**config.mk**
```make
export PLATFORM = sky130hd
export DESIGN_NAME = xcfr_core
export DESIGN_NICKNAME = d
export VERILOG_FILES = /design/src/sv/xcfr_pkg.sv /design/src/sv/xcfr_core.sv
export SDC_FILE = /design/constraint.sdc
export NUM_CORES = 1
export LEC_CHECK = 0
export BUFFER_PORTS_ARGS = -buffer_cell sky130_fd_sc_hd__clkbuf_2
export CORE_ASPECT_RATIO = 1.4
export CORE_MARGIN = 3
export CORE_UTILIZATION = 40
export CTS_BUF_LIST = sky130_fd_sc_hd__clkbuf_8 sky130_fd_sc_hd__clkbuf_16
export CTS_CLUSTER_DIAMETER = 100
export DETAILED_ROUTE_END_ITERATION = 8
export PLACE_DENSITY = 0.7
export SLEW_MARGIN = 0
export SYNTH_ARGS = -nofsm -noshare
export SYNTH_HDL_FRONTEND = slang
export SYNTH_SLANG_ARGS = --single-unit
```
**constraint.sdc**
```tcl
create_clock -name clk -period 1.6 [get_ports clk]
set_input_delay 0.16 -clock clk [delete_from_list [all_inputs] [get_ports clk]]
set_output_delay 0.16 -clock clk [all_outputs]
set_load 0.02 [all_outputs]
```
**src/sv/xcfr_pkg.sv**
```systemverilog
// ----------------------------------------------------------------------------
// xcfr_pkg
// Types and constants shared by the XOR checksum frame receiver.
// ----------------------------------------------------------------------------
`default_nettype none

package xcfr_pkg;

  // result kinds
  localparam logic [1:0] KIND_DATA     = 2'd0;
  localparam logic [1:0] KIND_OK       = 2'd1;
  localparam logic [1:0] KIND_BAD_CSUM = 2'd2;
  localparam logic [1:0] KIND_BAD_STOP = 2'd3;

  // configuration register indexes
  localparam logic [1:0] REG_RX_ENABLE    = 2'd0;
  localparam logic [1:0] REG_START_MARKER = 2'd1;
  localparam logic [1:0] REG_STOP_MARKER  = 2'd2;

  localparam logic [7:0] START_MARKER_RST = 8'h33;
  localparam logic [7:0] STOP_MARKER_RST  = 8'h99;

  typedef enum logic [4:0] {
    PH_HUNT = 5'b00001,
    PH_LEN  = 5'b00010,
    PH_DATA = 5'b00100,
    PH_CSUM = 5'b01000,
    PH_STOP = 5'b10000
  } phase_t;

  typedef struct packed {
    logic       rx_enable;
    logic [7:0] start_marker;
    logic [7:0] stop_marker;
  } cfg_t;

  typedef struct packed {
    logic [7:0] rx_byte;
  } in_item_t;

  typedef struct packed {
    logic [1:0] kind;
    logic [7:0] payload_byte;
    logic [7:0] byte_position;
    logic [7:0] frame_length;
  } out_item_t;

endpackage

`default_nettype wire

```
**src/sv/xcfr_core.sv**
```systemverilog
// ----------------------------------------------------------------------------
// xcfr_core
// Frame state machine, length counter and running XOR; one byte per step.
// ----------------------------------------------------------------------------
`default_nettype none

module xcfr_core import xcfr_pkg::*; (
  input  wire logic       clk,
  input  wire logic       rst,
  input  wire logic       step,
  input  wire logic [7:0] rx_byte,
  input  wire cfg_t       cfg,
  output logic            res_valid,
  output out_item_t       res
);

  phase_t     phase, phase_next;
  logic [7:0] declared_length, declared_length_next;
  logic [7:0] bytes_received, bytes_received_next;
  logic [7:0] running_xor, running_xor_next;
  logic [7:0] count_inc;

  assign count_inc = bytes_received + 8'd1;

  always_comb begin
    phase_next           = phase;
    declared_length_next = declared_length;
    bytes_received_next  = bytes_received;
    running_xor_next     = running_xor;
    res_valid            = 1'b0;
    res.kind             = KIND_DATA;
    res.payload_byte     = '0;
    res.byte_position    = '0;
    res.frame_length     = declared_length;
    if (cfg.rx_enable) begin
      case (phase)
        PH_LEN: begin
          if (rx_byte == 8'd0) begin
            phase_next = PH_HUNT;
          end else begin
            declared_length_next = rx_byte;
            bytes_received_next  = '0;
            running_xor_next     = rx_byte;
            phase_next           = PH_DATA;
          end
        end
        PH_DATA: begin
          running_xor_next    = running_xor ^ rx_byte;
          bytes_received_next = count_inc;
          if (count_inc == declared_length) phase_next = PH_CSUM;
          res_valid         = 1'b1;
          res.payload_byte  = rx_byte;
          res.byte_position = bytes_received;
        end
        PH_CSUM: begin
          if (rx_byte == running_xor) begin
            phase_next = PH_STOP;
          end else begin
            phase_next = PH_HUNT;
            res_valid  = 1'b1;
            res.kind   = KIND_BAD_CSUM;
          end
        end
        PH_STOP: begin
          phase_next = PH_HUNT;
          res_valid  = 1'b1;
          res.kind   = (rx_byte == cfg.stop_marker) ? KIND_OK : KIND_BAD_STOP;
        end
        default: begin
          // hunt, and any stray code
          phase_next = (rx_byte == cfg.start_marker) ? PH_LEN : PH_HUNT;
        end
      endcase
    end
  end

  always_ff @(posedge clk) begin
    if (rst) begin
      phase           <= PH_HUNT;
      declared_length <= '0;
      bytes_received  <= '0;
      running_xor     <= '0;
    end else if (step) begin
      phase           <= phase_next;
      declared_length <= declared_length_next;
      bytes_received  <= bytes_received_next;
      running_xor     <= running_xor_next;
    end
  end

endmodule

`default_nettype wire

```
==> metrics <==
Synth cell types=48; Static Leakage=1.32 nW; CTS tree=done; delay-heaviest family, CP=simple AND/OR/NAND/NOR gates; Cell Chain, Critical Path=nor3_4 -> buf_6 -> and2_4 -> buf_12 -> and3_1 -> clkbuf_8; largest stage delay on the critical path=0.36 ns; floorplan die width=68.0 um; critical path depth in cells=6; Post-synth ARST share=0%; Rel. slew slack=67.9%; Final Power=0.00150 W; clock root buffer master=sky130_fd_sc_hd__clkbuf_8; met2 demand-to-capacity share in global routing=41.8%; post-route fraction of the period consumed by the critical path=108%; final routed wirelength across all metal layers=7480 um; startpoint kind of the worst setup timing path=flip-flop; proportion of layout cells with a drive suffix above 1=48.1%; final worst setup slack=-0.132 ns; min cycle time layout=1.73 ns; data arrival time of the worst path=1.57 ns; number of instances in the synthesized netlist=284; total of buffers placed on input and output ports=54; effective utilization at floorplan=41.4%; Congestion Overflow GR=0; power density over the cells=453 mW/mm2; setup repair after global routing missed its margin=yes; VDD IR max=0.395 mV; violated checks=setup timing; Sum Neg Setup Slack=-2.14 ns; number of enable-type register cells in the synthesized netlist=0; Core Region=0.00520 mm2; sequential area share after synthesis=27.0%; die outline height=92.8 um; final clock skew=0.00772 ns; flip-flop and latch count after synthesis=29; highest net fanout along the worst path=12; Avg Inst Size Synth=7.58 um2; Slew @ Worst Pin=0.482 ns; final setup violation count=21; vias per cell=5.69; Yosys warnings=0; endpoint type of the worst setup path=output pin; last weighted congestion value of the routability-driven placer=0.880; result of the run=finished with violations; M3 GR Usage=4.61%; met1 Resource Use GR=26.5%; wire length of the first global-routing pass=11,300 um; Critical Setup Path Class=flip-flop to output pin; most congested layer reported by global routing=met2; path type of the worst min-delay path=input port to flip-flop; Num CTS Buffers=5; mapped cell area=0.00215 mm2; total routing usage reported by global routing=23.6%; wire per inst=16.8 um; termination of the worst setup path=res[17]; Initial DRC Count=159; insertion delay to the later sink of the worst-skew pair=0.29 ns; number of primary I/O pins=55; TritonRoute pass-1 iters=5; register-to-register path setup slack=-0.04 ns; max-capacitance violation count=0; crit path launch=phase[0]$_SDFFE_PP1P_; number of nets in the synthesized netlist=313; largest net degree at the start of global routing=25; via count of the first global-routing pass=2,377; H-Tree Level Count=2; WP buf/inv=3; floorplan die area=0.00631 mm2; routed via count=2,528; Area growth, synth to finish=54.0%; R2R cell count=4; slowest stage cell on the critical path=sky130_fd_sc_hd__dfxtp_4; primary flip-flop cell chosen by synthesis mapping=sky130_fd_sc_hd__dfxtp_1; CTS Buffer Depth=2; R2R Path End=bytes_received[6]$_SDFFE_PP0P_; CTS hold repair buffers=0; clock-pin transition on the worst setup and hold timing paths=0.07 ns; # DRC=0; initial antenna violation count=0; Fmax achieved=0.577 GHz; data required time at the worst endpoint=1.44 ns; nets=406; Final Max Slew Viols=0; DRT antenna net count=0; HPWL reported at the end of detailed placement=5160 um; launch instance of the worst register-to-register path=phase[0]$_SDFFE_PP1P_; count of clock tree sinks=29; Final Hold Violating Endpoints=0; # rows=31; count of inserted antenna diode cells=0
metal layers:
metal,routed length (um),share of wire (%)
met4,184,2.5
met2,4110,55
met5,0,0
met3,378,5.1
met1,2810,38
stage by stage:
stage | setup WS [ns] | hold WS (ns) | cells | util, % | area [um2]
after floorplan | -0.0320 | 0.314 | 284 | - | 2220
after global placement | -0.00732 | 0.480 | 425 | 53.2 | 2770
after detailed placement | -0.0333 | 0.479 | 425 | 53.2 | 2770
after CTS | -0.130 | 0.277 | 442 | 61.1 | 3180
after global routing | -0.181 | 0.318 | 444 | 63.7 | 3310
final | -0.132 | 0.294 | 444 | 63.7 | 3310
tightest hold or removal path: stages:
cell                       delay, ns
sky130_fd_sc_hd__clkbuf_2       0.10
sky130_fd_sc_hd__buf_4          0.17
sky130_fd_sc_hd__nand2_1        0.06
sky130_fd_sc_hd__a21oi_1        0.05
where the power goes:
part / internal (W) / total, W / switching, W
Sequential: 0.000718 / 0.000718 / 0.000000112
Combinational: 0.0000753 / 0.000171 / 0.0000961
Clock: 0.000300 / 0.000611 / 0.000311
cell usage in the layout (no fill, tap or decap), types with 9 or more instances in the layout:
cell type and count:
sky130_fd_sc_hd__and3_1 10, sky130_fd_sc_hd__xor2_1 16, sky130_fd_sc_hd__o21ai_1 9, sky130_fd_sc_hd__nand2_1 20, sky130_fd_sc_hd__clkbuf_8 18, sky130_fd_sc_hd__xnor2_1 15, sky130_fd_sc_hd__and3_4 10, sky130_fd_sc_hd__dfxtp_1 14
sky130_fd_sc_hd__a21oi_1 26, sky130_fd_sc_hd__buf_4 48, sky130_fd_sc_hd__clkbuf_2 35, sky130_fd_sc_hd__nor2_1 19, sky130_fd_sc_hd__o21ai_0 13, sky130_fd_sc_hd__dfxtp_2 13
sequential cells by signal (all words and copies together), names as in the netlist:
signal	count
bytes_received	8
declared_length	8
phase	5
running_xor	8
how the worst min path moves through the flow:
stage	cells after the start	endpoint	slack (ns)	from
floorplan	2	phase[2]$_SDFFE_PP0P_	0.31	rst
global placement	2	declared_length[7]$_SDFFE_PP0P_	0.48	declared_length[7]$_SDFFE_PP0P_
detailed placement	2	declared_length[7]$_SDFFE_PP0P_	0.48	declared_length[7]$_SDFFE_PP0P_
CTS	4	declared_length[5]$_SDFFE_PP0P_	0.28	rx_byte[5]
global route	4	declared_length[3]$_SDFFE_PP0P_	0.32	rx_byte[3]
finish	4	declared_length[5]$_SDFFE_PP0P_	0.29	rx_byte[5]
cell type report:
| class | count | area [um2] |
|---|---|---|
| Clock buffer | 5 | 68.8 |
| Clock inverter | 3 | 17.5 |
| Fill cell | 457 | 1880 |
| Inverter | 3 | 11.3 |
| Multi-Input combinational cell | 231 | 1670 |
| Sequential cell | 29 | 604 |
| Tap cell | 66 | 82.6 |
| Timing Repair Buffer | 107 | 862 |
synthesized netlist by cell type (3+ instances only):
| cell type | instances | area share (%) |
|---|---|---|
| sky130_fd_sc_hd__and3_1 | 18 | 5.2 |
| sky130_fd_sc_hd__a31oi_1 | 5 | 1.5 |
| sky130_fd_sc_hd__xor2_1 | 16 | 6.5 |
| sky130_fd_sc_hd__nor2b_1 | 3 | 0.87 |
| sky130_fd_sc_hd__nand2b_1 | 5 | 1.5 |
| sky130_fd_sc_hd__o21ai_0 | 17 | 4.0 |
| sky130_fd_sc_hd__a21oi_1 | 27 | 6.3 |
| sky130_fd_sc_hd__nor2_1 | 23 | 4.0 |
| sky130_fd_sc_hd__nor4_1 | 5 | 1.5 |
| sky130_fd_sc_hd__a211oi_1 | 8 | 2.8 |
| sky130_fd_sc_hd__buf_2 | 9 | 2.1 |
| sky130_fd_sc_hd__dfxtp_1 | 29 | 27 |
| sky130_fd_sc_hd__o21ai_1 | 5 | 1.2 |
| sky130_fd_sc_hd__inv_1 | 3 | 0.52 |
| sky130_fd_sc_hd__clkbuf_1 | 10 | 1.7 |
| sky130_fd_sc_hd__nand3_1 | 7 | 1.6 |
| sky130_fd_sc_hd__o21ai_2 | 4 | 1.6 |
| sky130_fd_sc_hd__nor3_1 | 3 | 0.70 |
| sky130_fd_sc_hd__nand2_1 | 21 | 3.7 |
| sky130_fd_sc_hd__nand4_1 | 5 | 1.5 |
| sky130_fd_sc_hd__xnor2_1 | 16 | 6.5 |
| sky130_fd_sc_hd__and2_1 | 9 | 2.6 |
cell families (layout without fill, tap and decap cells):
group | count (synthesis) | in the layout | share of synthesized area, %
and+or+nand+nor | 113 | 113 | 28.8
buffers and inverters | 25 | 118 | 5.58
xor gates and xnor gates | 32 | 32 | 13.0
AOI/OAI and AO/OA | 84 | 85 | 25.0
DFF | 29 | 29 | 27.0
adders and majority gates | 1 | 1 | 0.581
what timing repair did:
| item | 4_1_cts | 5_1_grt |
|---|---|---|
| setup buffers | 9 | 1 |
| gates cloned | 0 | 1 |
| hold endpoints to repair | 0 | 0 |
| setup endpoints to repair | 21 | 35 |
| pin swaps | 4 | 15 |
| resized for setup | 63 | 41 |
(Power assumes the default switching activity.)
